## src/rtl/core/mbe_pkg.sv

```systemverilog
// shared types and constants for the mask boundary edge extractor
`default_nettype none
package mbe_pkg;

	localparam int COORD_W = 13;
	localparam int PIX_W = 8;
	localparam int KIND_W = 2;
	localparam int CFG_DATA_W = 32;
	localparam int CFG_ADDR_W = 3;
	localparam int DEF_MAX_WIDTH = 4096;
	localparam int DEF_MAX_HEIGHT = 4096;

	typedef logic [COORD_W-1:0] coord_t;

	localparam coord_t DIM_RESET = 13'd256;

	typedef enum logic [KIND_W-1:0] {
		KIND_VERT    = 2'd0,
		KIND_HORIZ   = 2'd1,
		KIND_SUMMARY = 2'd2
	} kind_t;

	typedef enum logic {
		REG_WIDTH  = 1'b0,
		REG_HEIGHT = 1'b1
	} reg_idx_t;

	typedef struct packed {
		coord_t width;
		coord_t height;
	} dims_t;

	// one scanned lattice position on its way to the emit stage
	typedef struct packed {
		coord_t x;
		coord_t y;
		logic   cur;
		logic   left;
		logic   top_need;
		logic   last_pos;
	} item_t;

endpackage
`default_nettype wire

```

## src/rtl/core/mbe_cfg.sv

```systemverilog
// apb register file holding the clamped image width and height
`default_nettype none
module mbe_cfg #(
	parameter int MAX_WIDTH  = mbe_pkg::DEF_MAX_WIDTH,
	parameter int MAX_HEIGHT = mbe_pkg::DEF_MAX_HEIGHT
) (
	input  wire logic                            clk,
	input  wire logic                            arst_n,
	input  wire logic                            psel,
	input  wire logic                            penable,
	input  wire logic                            pwrite,
	input  wire logic [mbe_pkg::CFG_ADDR_W-1:0]  paddr,
	input  wire logic [mbe_pkg::CFG_DATA_W-1:0]  pwdata,
	output logic      [mbe_pkg::CFG_DATA_W-1:0]  prdata,
	output logic                                 pready,
	output mbe_pkg::dims_t                       dims
);
	import mbe_pkg::*;

	localparam coord_t W_LIMIT = (MAX_WIDTH >= 8191) ? 13'h1FFF : COORD_W'(MAX_WIDTH);
	localparam coord_t H_LIMIT = (MAX_HEIGHT >= 8191) ? 13'h1FFF : COORD_W'(MAX_HEIGHT);
	localparam coord_t W_RESET = (DIM_RESET > W_LIMIT) ? W_LIMIT : DIM_RESET;
	localparam coord_t H_RESET = (DIM_RESET > H_LIMIT) ? H_LIMIT : DIM_RESET;

	function automatic coord_t clamp_dim(input coord_t d, input coord_t lim);
		return (d == '0) ? coord_t'(1) : ((d > lim) ? lim : d);
	endfunction

	coord_t   width_q;
	coord_t   height_q;
	logic     wr;
	reg_idx_t idx;

	assign wr     = psel && penable && pwrite;
	assign idx    = reg_idx_t'(paddr[2]);
	assign pready = 1'b1;

	always_ff @(posedge clk or negedge arst_n) begin
		if (!arst_n) begin
			width_q  <= W_RESET;
			height_q <= H_RESET;
		end else if (wr) begin
			case (idx)
				REG_WIDTH: begin
					width_q <= clamp_dim(pwdata[COORD_W-1:0], W_LIMIT);
				end
				REG_HEIGHT: begin
					height_q <= clamp_dim(pwdata[COORD_W-1:0], H_LIMIT);
				end
				default: begin
				end
			endcase
		end
	end

	always_comb begin
		case (idx)
			REG_WIDTH:  prdata = CFG_DATA_W'(width_q);
			REG_HEIGHT: prdata = CFG_DATA_W'(height_q);
			default:    prdata = '0;
		endcase
	end

	assign dims.width  = width_q;
	assign dims.height = height_q;

endmodule
`default_nettype wire

```

## config.mk

```make
export PLATFORM = sky130hd
export DESIGN_NAME = mbe_cfg
export DESIGN_NICKNAME = d
export VERILOG_FILES = /design/src/rtl/core/mbe_pkg.sv /design/src/rtl/core/mbe_cfg.sv
export SDC_FILE = /design/constraint.sdc
export NUM_CORES = 1
export LEC_CHECK = 0
export BUFFER_PORTS_ARGS = -buffer_cell sky130_fd_sc_hd__buf_2
export CORE_UTILIZATION = 30
export DETAILED_ROUTE_END_ITERATION = 10
export RECOVER_POWER = 100
export SYNTH_ARGS = -nofsm -noshare
export SYNTH_HDL_FRONTEND = slang
export SYNTH_SLANG_ARGS = --single-unit
```

## constraint.sdc

```tcl
create_clock -name clk -period 1.3 [get_ports clk]
set_clock_uncertainty 0.1 [all_clocks]
set_input_delay 0.065 -clock clk [delete_from_list [all_inputs] [get_ports clk]]
set_output_delay 0.065 -clock clk [all_outputs]
set_load 0.005 [all_outputs]
```

==> summary.md <==
| Metric | Value |
|---|---|
| Yosys top cell area share | 0.414 |
| Routed met2 length | 1570 um |
| Yosys warns | 0 |
| Post-Synthesis Cells | 149 |
| Post-CTS resize count | 0 |
| Max-slew headroom | 0.563 |
| Crit end category | primary output |
| Min-Delay Path Class | in2reg |
| Max layer used | met4 |
| Synth unique cells | 21 |
| EDFF count, synth | 0 |
| Area grow syn2layout | 25.2% |
| Setup TNS | 0 ns |
| Number of diodes | 0 |
| P per Cell Area | 1160 mW/mm^2 |
| Final hold vios | 2 |
| Placed cells | 249 |
| Global route total overflow | 0 |
| Critical Path RT | 1.13 ns |
| Longest Clk Path Bufs | 2 |
| Row count | 24 |
| Fillers | 460 |
| Chip Height | 71.5 um |
| Syn Area/Cell | 9.73 um^2 |
| Arr. time, crit path | 1.07 ns |
| Worst-path cell chain | mux2_2 > buf_2 |
| Final setup vio count | 0 |
| CP Launch Type | register |
| Peak fanout along the critical path | 3 |
| Worst hold slack | -0.0185 ns |
| GP Congestion | 0.671 |
| DR WL/cell | 12.8 um |
| Main synth FF type | dfrtp_1 |
| Reg clk slew, reported paths | 0.09 ns |
| Largest area contributor in the synthesized netlist | dfrtp_1 |
| Leakage | 0.900 nW |
| Post-synthesis sequential area ratio | 0.450 |
| DRT antenna net count | 0 |
| Fin. max-slew vios | 0 |
| DR vias/cell | 4.49 |
| Ports | 99 |
| Drt drc | 0 |
| Num CTS Buffers | 3 |
| Top post-synthesis cells by area | dfrtp_1 41%, buf_4 11%, mux2_2 10% |
| Final worst setup slack | 0.0611 ns |
| Port Buf Inserts | 57 |
| Nets | 253 |
| Max-cap violations | 0 |
| Vias in the first global route | 1,073 |
| Least-Margin Pin Slew | 0.656 ns |
| Post-CTS setup repair buffer count | 0 |
| Synthesized cell area | 0.00145 mm^2 |
| Failing checks | negative hold slack |
| CTS root buf | clkbuf_8 |
| Commonest cells in the netlist | 34 x nand2_1, 24 x dfrtp_1, 21 x buf_4 |
| Met3 wire length | 214 um |
| Synth Register Bits | 26 |
| DRT Pass-1 Iters | 4 |
| Period utilization | 0.953 |
| CTS tree | built |
| WP buf/inv | 1 |
| GRT Total Usage | 0.138 |
| Final Instance Count excl. Fillers | 264 |
| Delay-heaviest family, CP | flip-flops |
| Slowest CP cell | dfrtp_1 |
| Sequential standard cell area | 653 um^2 |
| Post-DP HPWL | 2340 um |
| Largest net degree at the start of global routing | 27 |
| Routed WL | 3370 um |
| F_max | 807 MHz |
| Die extent in x | 71.5 um |
| Initial antenna violation count | 0 |
| Most common cell in the netlist | nand2_1 |
| First-pass GRT wire length | 5440 um |
| Clock latency on the worst-skew pair | 0.27 ns |
| Run status | finished with violations |
| Placement Setup Slack | 0.0401 ns |
| H-tree depth | 1 |
| WS Path Type | reg2out |
| Area of the multi-input gates | 643 um^2 |
| Die ar. | 0.00512 mm^2 |
| M1 wire length | 1570 um |
| Crit-path max cell delay | 0.42 ns |
| Starting density of the core | 0.322 |
| Layout cells sized above 1 | 0.302 |
| Vias | 1,185 |
| Fin crit period | 1.24 ns |
| Initial DRC count | 59 |
| Unrepaired setup endpoints after global routing | false |
| Num Clock Sinks | 26 |
| Fraction of registers with async set/reset | 1.00 |
| Maximum VDD drop | 0.458 mV |
| Core area | 0.00450 mm^2 |
==> flip-flops by register name, summed over array words and instances, names as in the netlist <==
signal and count:
height_q 13, width_q 13
==> path summary, 6_finish.rpt <==
path,slack [ns],depth (start not counted),to,from
max,0.06,2,prdata[10],width_q[10]
min,-0.02,3,height_q[3],pwdata[3]
min reg2reg,0.40,2,width_q[6],width_q[6]
max reg2reg,0.45,2,width_q[8],width_q[8]
max in group asynchronous,0.43,2,height_q[1],arst_n
min in group asynchronous,0.25,2,width_q[3],arst_n
==> area by class of cell <==
class,instances,area share
well taps,52,0.0358
flip-flops and latches,26,0.360
repair buffers,71,0.220
clock buffers,4,0.0303
multi-input cells,111,0.354
==> placed cells by master (no fill, tap or decap), types with 2 or more instances in the layout <==
cell type	netlist	final
mux2_2	13	13
nand2_1	34	34
buf_4	21	3
dfstp_1	0	2
clkbuf_1	3	15
a221oi_1	0	2
a32oi_1	6	6
dlygate4sd3_1	0	11
conb_1	2	20
o21ai_0	16	16
nand2b_1	8	8
clkbuf_8	0	4
buf_2	5	41
nor2_1	4	4
dfrtp_1	24	24
==> metal layers <==
metal | global-route usage | vias up
met2 | 0.235 | 53
met5 | 0 | -
li1 | - | 596
met4 | 0.0196 | 0
met1 | 0.177 | 534
met3 | 0.0436 | 2
==> stage by stage <==
| stage | power (W) | cell area, um^2 | hold slack [ns] | utilization |
|---|---|---|---|---|
| global placement | 0.00158 | 1690 | 0.00596 | 0.376 |
| floorplan | 0.00134 | 1520 | -0.331 | - |
| detailed placement | 0.00159 | 1690 | 0.00741 | 0.376 |
| CTS | 0.00214 | 1860 | 0.00229 | 0.413 |
| finish | 0.00210 | 1820 | -0.0185 | 0.403 |
| global route | 0.00225 | 1820 | -0.00869 | 0.403 |
==> worst reg2reg max path: cells and delay by family (launching register included) <==
kind               cells  cell delay [ns]
and+or+nand+nor        1             0.05
DFF                    1             0.56
AOI/OAI and AO/OA      1             0.07
==> kinds of logic (layout without fill, tap and decap cells) <==
| kind of cell | count (synthesis) | in the layout | synth area share |
|---|---|---|---|
| and+or+nand+nor | 54 | 54 | 0.195 |
| DFF | 26 | 26 | 0.450 |
| muxes | 13 | 13 | 0.101 |
| buffers and inverters | 30 | 75 | 0.136 |
| AOI/OAI and AO/OA | 24 | 24 | 0.112 |
| other | 2 | 20 | 0.00518 |
==> power by group <==
group	internal, W	leakage, nW	switching (W)
Combinational	0.000284	0.539	0.000252
Clock	0.000271	0.0288	0.000259
Sequential	0.000941	0.332	0.0000959
Total	0.00150	0.900	0.000607
==> timing repair <==
item,in CTS,in global routing
endpoints found under the hold margin,40,0
setup endpoints to repair,0,0
hold buffers,11,0
Note: power is estimated with default switching activity, not from simulation.
