File: src/rtl/core/mbe_pkg.sv
// shared types and constants for the mask boundary edge extractor
`default_nettype none
package mbe_pkg;

	localparam int COORD_W = 13;
	localparam int PIX_W = 8;
	localparam int KIND_W = 2;
	localparam int CFG_DATA_W = 32;
	localparam int CFG_ADDR_W = 3;
	localparam int DEF_MAX_WIDTH = 4096;
	localparam int DEF_MAX_HEIGHT = 4096;

	typedef logic [COORD_W-1:0] coord_t;

	localparam coord_t DIM_RESET = 13'd256;

	typedef enum logic [KIND_W-1:0] {
		KIND_VERT    = 2'd0,
		KIND_HORIZ   = 2'd1,
		KIND_SUMMARY = 2'd2
	} kind_t;

	typedef enum logic {
		REG_WIDTH  = 1'b0,
		REG_HEIGHT = 1'b1
	} reg_idx_t;

	typedef struct packed {
		coord_t width;
		coord_t height;
	} dims_t;

	// one scanned lattice position on its way to the emit stage
	typedef struct packed {
		coord_t x;
		coord_t y;
		logic   cur;
		logic   left;
		logic   top_need;
		logic   last_pos;
	} item_t;

endpackage
`default_nettype wire

File: src/rtl/core/mbe_result_if.sv
// result channel: segments and frame summaries
`default_nettype none
interface mbe_result_if;
	import mbe_pkg::*;

	logic              valid;
	logic              ready;
	logic [KIND_W-1:0] result_kind;
	coord_t            seg_x;
	coord_t            seg_y;
	coord_t            box_min_x;
	coord_t            box_min_y;
	coord_t            box_max_x;
	coord_t            box_max_y;
	logic              last_of_item;

	modport source(
		output valid, output result_kind, output seg_x, output seg_y,
		output box_min_x, output box_min_y, output box_max_x, output box_max_y,
		output last_of_item, input ready
	);
	modport sink(
		input valid, input result_kind, input seg_x, input seg_y,
		input box_min_x, input box_min_y, input box_max_x, input box_max_y,
		input last_of_item, output ready
	);
endinterface
`default_nettype wire

File: src/rtl/core/mbe_emit.sv
// segment detection, bounding box tracking and the output register
`default_nettype none
module mbe_emit (
	input  wire logic           clk,
	input  wire logic           arst_n,
	input  wire logic           item_valid_s1,
	input  wire mbe_pkg::item_t item_s1,
	input  wire logic           top_rd_s1,
	output logic                retire,
	mbe_result_if.source        results
);
	import mbe_pkg::*;

	// bit 0 vertical, bit 1 horizontal, bit 2 summary
	logic [2:0] want;
	logic [2:0] done_q;
	logic [2:0] pend;
	logic [2:0] pick;
	logic       top;
	logic       out_free;
	logic       load;
	logic       pick_last;
	logic       seg;

	coord_t min_x_q, min_y_q, max_x_q, max_y_q;
	logic   any_q;
	coord_t min_x_n, min_y_n, max_x_n, max_y_n;
	coord_t seg_max_x, seg_max_y;
	logic   any_n;

	logic              out_valid_q;
	logic [KIND_W-1:0] kind_q;
	coord_t            seg_x_q, seg_y_q;
	coord_t            bmin_x_q, bmin_y_q, bmax_x_q, bmax_y_q;
	logic              last_q;
	kind_t             kind_n;

	assign top  = item_s1.top_need && top_rd_s1;
	assign want = {item_s1.last_pos, top != item_s1.cur, item_s1.left != item_s1.cur};
	assign pend = want & ~done_q;
	assign pick = pend & (~pend + 3'd1);

	assign out_free  = !out_valid_q || results.ready;
	assign load      = item_valid_s1 && (pend != '0) && out_free;
	assign pick_last = (pend & ~pick) == '0;
	assign retire    = item_valid_s1 && ((pend == '0) || (load && pick_last));

	// box after this position's segments
	assign seg       = want[0] || want[1];
	assign seg_max_x = want[1] ? item_s1.x + 1'b1 : item_s1.x;
	assign seg_max_y = want[0] ? item_s1.y + 1'b1 : item_s1.y;
	assign any_n     = any_q || seg;

	always_comb begin
		min_x_n = min_x_q;
		min_y_n = min_y_q;
		max_x_n = max_x_q;
		max_y_n = max_y_q;
		if (seg) begin
			min_x_n = (any_q && (min_x_q < item_s1.x)) ? min_x_q : item_s1.x;
			min_y_n = (any_q && (min_y_q < item_s1.y)) ? min_y_q : item_s1.y;
			max_x_n = (any_q && (max_x_q > seg_max_x)) ? max_x_q : seg_max_x;
			max_y_n = (any_q && (max_y_q > seg_max_y)) ? max_y_q : seg_max_y;
		end
	end

	always_comb begin
		if (pick[0]) begin
			kind_n = KIND_VERT;
		end else if (pick[1]) begin
			kind_n = KIND_HORIZ;
		end else begin
			kind_n = KIND_SUMMARY;
		end
	end

	always_ff @(posedge clk or negedge arst_n) begin
		if (!arst_n) begin
			done_q  <= '0;
			any_q   <= 1'b0;
			min_x_q <= '0;
			min_y_q <= '0;
			max_x_q <= '0;
			max_y_q <= '0;
		end else begin
			if (retire) begin
				done_q <= '0;
			end else if (load) begin
				done_q <= done_q | pick;
			end
			if (retire) begin
				if (item_s1.last_pos) begin
					any_q   <= 1'b0;
					min_x_q <= '0;
					min_y_q <= '0;
					max_x_q <= '0;
					max_y_q <= '0;
				end else if (seg) begin
					any_q   <= 1'b1;
					min_x_q <= min_x_n;
					min_y_q <= min_y_n;
					max_x_q <= max_x_n;
					max_y_q <= max_y_n;
				end
			end
		end
	end

	always_ff @(posedge clk or negedge arst_n) begin
		if (!arst_n) begin
			out_valid_q <= 1'b0;
		end else if (load) begin
			out_valid_q <= 1'b1;
		end else if (results.ready) begin
			out_valid_q <= 1'b0;
		end
	end

	always_ff @(posedge clk) begin
		if (load) begin
			kind_q   <= kind_n;
			seg_x_q  <= pick[2] ? '0 : item_s1.x;
			seg_y_q  <= pick[2] ? '0 : item_s1.y;
			bmin_x_q <= (pick[2] && any_n) ? min_x_n : '0;
			bmin_y_q <= (pick[2] && any_n) ? min_y_n : '0;
			bmax_x_q <= (pick[2] && any_n) ? max_x_n : '0;
			bmax_y_q <= (pick[2] && any_n) ? max_y_n : '0;
			last_q   <= pick_last;
		end
	end

	assign results.valid        = out_valid_q;
	assign results.result_kind  = kind_q;
	assign results.seg_x        = seg_x_q;
	assign results.seg_y        = seg_y_q;
	assign results.box_min_x    = bmin_x_q;
	assign results.box_min_y    = bmin_y_q;
	assign results.box_max_x    = bmax_x_q;
	assign results.box_max_y    = bmax_y_q;
	assign results.last_of_item = last_q;

`ifndef SYNTHESIS
	a_box_order: assert property (@(posedge clk) disable iff (!arst_n)
		any_q |-> (min_x_q <= max_x_q) && (min_y_q <= max_y_q))
		else $error("bounding box min above max");

	a_box_empty: assert property (@(posedge clk) disable iff (!arst_n)
		!any_q |-> (min_x_q == '0) && (min_y_q == '0) && (max_x_q == '0) && (max_y_q == '0))
		else $error("bounding box not cleared without segments");

	a_summary_last: assert property (@(posedge clk) disable iff (!arst_n)
		load && pick[2] |=> results.valid && results.last_of_item
			&& (results.result_kind == KIND_SUMMARY))
		else $error("frame summary not sent as last result of its position");
`endif

endmodule
`default_nettype wire
File: src/flat_wrapper.sv
// flat-port wrapper written by rule: the top's interface ports become plain ports
module mbe_emit_flat import mbe_pkg::*;
  (clk, arst_n, item_valid_s1, item_s1, top_rd_s1, retire, results_valid, results_result_kind, results_seg_x, results_seg_y, results_box_min_x, results_box_min_y, results_box_max_x, results_box_max_y, results_last_of_item, results_ready);
  mbe_result_if results_i ();
  input  wire logic clk;
  input  wire logic arst_n;
  input  wire logic item_valid_s1;
  input  wire mbe_pkg::item_t item_s1;
  input  wire logic top_rd_s1;
  output logic retire;
  output wire logic [$bits(results_i.valid)-1:0] results_valid;
  output wire logic [$bits(results_i.result_kind)-1:0] results_result_kind;
  output wire logic [$bits(results_i.seg_x)-1:0] results_seg_x;
  output wire logic [$bits(results_i.seg_y)-1:0] results_seg_y;
  output wire logic [$bits(results_i.box_min_x)-1:0] results_box_min_x;
  output wire logic [$bits(results_i.box_min_y)-1:0] results_box_min_y;
  output wire logic [$bits(results_i.box_max_x)-1:0] results_box_max_x;
  output wire logic [$bits(results_i.box_max_y)-1:0] results_box_max_y;
  output wire logic [$bits(results_i.last_of_item)-1:0] results_last_of_item;
  input wire logic [$bits(results_i.ready)-1:0] results_ready;
  assign results_valid = results_i.valid;
  assign results_result_kind = results_i.result_kind;
  assign results_seg_x = results_i.seg_x;
  assign results_seg_y = results_i.seg_y;
  assign results_box_min_x = results_i.box_min_x;
  assign results_box_min_y = results_i.box_min_y;
  assign results_box_max_x = results_i.box_max_x;
  assign results_box_max_y = results_i.box_max_y;
  assign results_last_of_item = results_i.last_of_item;
  assign results_i.ready = results_ready;
  mbe_emit u_core (.clk(clk), .arst_n(arst_n), .item_valid_s1(item_valid_s1), .item_s1(item_s1), .top_rd_s1(top_rd_s1), .retire(retire), .results(results_i));
endmodule
File: config.mk
export PLATFORM = sky130hd
export DESIGN_NAME = mbe_emit_flat
export DESIGN_NICKNAME = d
export VERILOG_FILES = /design/src/rtl/core/mbe_pkg.sv /design/src/rtl/core/mbe_result_if.sv /design/src/rtl/core/mbe_emit.sv /design/src/flat_wrapper.sv
export SDC_FILE = /design/constraint.sdc
export NUM_CORES = 1
export LEC_CHECK = 0
export ABC_AREA = 1
export BUFFER_PORTS_ARGS = -buffer_cell sky130_fd_sc_hd__buf_2
export CAP_MARGIN = 20
export CORE_UTILIZATION = 25
export DETAILED_ROUTE_END_ITERATION = 8
export PLACE_DENSITY = 0.48
export SETUP_SLACK_MARGIN = 0.4
export SYNTH_ARGS = -nofsm -noshare
export SYNTH_HDL_FRONTEND = slang
export SYNTH_SLANG_ARGS = --single-unit
File: constraint.sdc
create_clock -name clk -period 7.8 [get_ports clk]
set_input_delay 0.78 -clock clk [delete_from_list [all_inputs] [get_ports clk]]
set_output_delay 0.78 -clock clk [all_outputs]
set_load 0.1 [all_outputs]
==> results.toml <==
[status]
status = "finished clean"

[worst_setup_path]
crit_top_cell = "nand2_1"
cp-end-kind = "register"
critPathBufInv = 2
crit_path_max_incr_delay_ps = 490
r2r_setup_slack_ps = 4950
crit_path_start = "item_s1[17]"
reg2reg_depth = 10
cp.arrival_ps = 4080
timing.rr.end = "u_core.max_x_q[0]"
crit_type = "in -> reg"
path_cells = "buf_2, ha_1, nand3_1, nor2_1, nand2_1, xor2_1, inv_1, ha_1, nand2_1, nor2_1, nand3_1, nor2_1, nor2_1, nand2_1, nand2_1, nand2_1, a21oi_1"
worstPathRequired_ps = 7950
crit_fanout = 14
start_kind = "primary input"
cpLargestDelayFamily = "simple AND/OR/NAND/NOR gates"
cp.depth = 17
endpoint = "u_core.results.box_max_x[3]"
crit_slowest_cell = "nand2_1"
worstReg2RegStart = "u_core.done_q[1]"

[floorplan]
die_w_um = 182
core-area_mm2 = 0.0316
die_h_um = 182
dieArea_mm2 = 0.0330
io_pins = 118
row_count = 65
start_util_pct = 25.5

[route]
routed_via_density = 4.38
drc = 0
routedWlPerCell_um = 14.8
drt_first_pass_iters = 5
drt-initial-drc-count = 486
drt.antenna.violating_nets = 0
dr_total_vias = 6813
drt-total-wl_um = 23000

[timing]
finalSetupViolCount = 0
rsz0062_at_grt = "false"
slew_viol_final = 0
max_freq_mhz = 255
maxSlewHeadroom_pct = 40.2
period_share_pct = 50.3
worst_pin_slew_ps = 897
finClkSkew_ps = 10.5
finalSetupTns_ps = 0
period_needed_ps = 3920
hold_viol_final = 0

[power_and_ir_drop]
ir_drop_mv = 0.147
power_density_mw_per_mm2 = 374
p_leak_nw = 5.09

[finish]
nNetsFinal = 1229
n_antenna_cell = 0
nFillCells = 3362
drive_above_1_share_pct = 14.4
utilization_pct = 30.4
area_growth_pct = 19.0

[global_route]
grtUsageTotal_pct = 14.4
antenna_found_initial = 0
grt_overflow_total = 0
grt_pass1_wl_um = 36600
grt_max_degree = 58
grt_pass1_vias = 6626

[yosys]
syn-instance-count = 1034
avgSynthCellArea_um2 = 7.81
synthFlopType = "edfxtp_1"
synthArstFlopShare_pct = 41.3
ys_seq_area_share_pct = 47.8
synth.distinct_cells = 28
yosysWarnings = 0
synth.area.top_cells = "edfxtp_1, nand2_1, dfrtp_1"
syn_area_mm2 = 0.00808
synth.largest_area_cell = "edfxtp_1"
synth_fp_nets = 1121
synth_edf_count = 81
synth_top_area_share_pct = 30.1
ys_ff_latch = 138

[clock_tree]
cts.clk_slew.worst_paths_ps = 70
clock-sinks = 138
clockBufferDepth = 2
cts-root-buf = "clkbuf_16"
cts_resized = 0
cts_hold_buf = 0
tritoncts = "yes"
insertion_delay_ps = 430
htreeDepth = 4
cts_buffers = 17
cts_setup_buffers = 0

[placed_design]
gp_congestion = 0.837
hpwl_um = 15800
portBuffers = 117

[min_path]
hold_depth = 2
hold_start = "u_core.done_q[2]"
hp-class = "reg -> reg"

[flow_run]
cap_viol_max_count = 0
final cells by class:
cell class                      count  area [um^2]  area share [%]
Clock inverter                     13          145            1.51
Inverter                          131          493            5.13
Sequential cell                   138         3860            40.2
Timing Repair Buffer              121          616            6.41
Multi-Input combinational cell    733         3560            37.1
Clock buffer                       19          433            4.50
Tap cell                          402          503            5.23
cell usage in the layout, fill, tap and decap left out, drive strengths merged:
cell type / netlist / final
a21oi: 73 / 73
and2: 1 / 1
buf: 21 / 121
bufinv: 0 / 2
clkbuf: 11 / 19
clkinv: 0 / 6
clkinvlp: 0 / 3
dfrtp: 57 / 57
edfxtp: 81 / 81
ha: 52 / 52
inv: 131 / 133
nand2: 443 / 443
nand3: 82 / 82
nand3b: 2 / 2
nand4: 7 / 7
nor2: 45 / 45
nor3: 3 / 3
nor3b: 1 / 1
o21ai: 14 / 14
or2: 1 / 1
xor2: 9 / 9
synthesized netlist by cell type, types with 2 or more instances:
cell type	number
o21ai_0	9
dfrtp_1	57
xor2_1	9
nand4_1	7
nand3b_1	2
clkbuf_1	11
nand3_1	80
buf_1	4
a21oi_1	73
edfxtp_1	81
buf_6	5
nor3_1	3
inv_1	125
o21ai_2	2
ha_1	52
inv_2	6
nand2_1	442
o21ai_1	3
nor2_1	43
buf_2	12
state kept, by name, summed over array words and instances (netlist names):
signal                       flops
u_core.any_q                     1
u_core.done_q                    3
u_core.max_x_q                  13
u_core.max_y_q                  13
u_core.min_x_q                  13
u_core.min_y_q                  13
u_core.results.box_max_x        13
u_core.results.box_max_y        13
u_core.results.box_min_x        13
u_core.results.box_min_y        13
u_core.results.last_of_item      1
u_core.results.result_kind       2
u_core.results.seg_x            13
u_core.results.seg_y            13
u_core.results.valid             1
routing by layer:
metal	GRT usage (%)	vias up	share of wire, %
met3	3.21	16	4.1
met2	22.0	129	44
li1	-	3521	-
met1	20.0	3147	51
met5	0	-	0
met4	4.85	0	1.4
cells by family (layout without fill, tap and decap cells):
| kind of cell | Yosys count | count (layout) | share of synthesized area [%] |
|---|---|---|---|
| AOI/OAI and AO/OA | 87 | 87 | 5.48 |
| xor gates and xnor gates | 9 | 9 | 0.976 |
| adders and majority gates | 52 | 52 | 8.06 |
| buffers and inverters | 163 | 284 | 8.23 |
| DFF | 138 | 138 | 47.8 |
| and+or+nand+nor | 585 | 585 | 29.5 |
metrics by stage:
stage	cells	hold WS, ps	power (mW)	worst slack [ps]	cell area [um^2]
finish	1557	500	3.59	3880	9610
CTS	1557	504	3.63	3860	9610
floorplan	1034	452	2.46	4390	8080
global placement	1525	482	2.79	3450	9030
global route	1557	522	3.84	3490	9610
detailed placement	1525	487	2.80	3370	9030
worst register-to-register path, stage by stage, from the launching register on:
cell and delay [ps]:
dfrtp_1 360, inv_2 40, nand3_1 110, nand2_1 110
nand2_1 90, nand2_1 100, nor2_4 120, nand3_4 610
nor2_8 960, nand2_1 170, nand2_1 100
power breakdown:
part	leakage (nW)	internal (mW)	switching (mW)	total, mW
sequential	1.54	1.03	0.155	1.19
combinational	3.27	0.347	1.24	1.59
clock	0.274	0.474	0.345	0.819
worst min-delay path by stage:
stage,to,slack [ps]
floorplan,u_core.done_q[2],450
global placement,u_core.done_q[2],480
detailed placement,u_core.done_q[2],490
CTS,u_core.done_q[2],500
global route,u_core.done_q[2],520
finish,u_core.done_q[2],500
No activity file was read; power rests on OpenSTA's default activity.
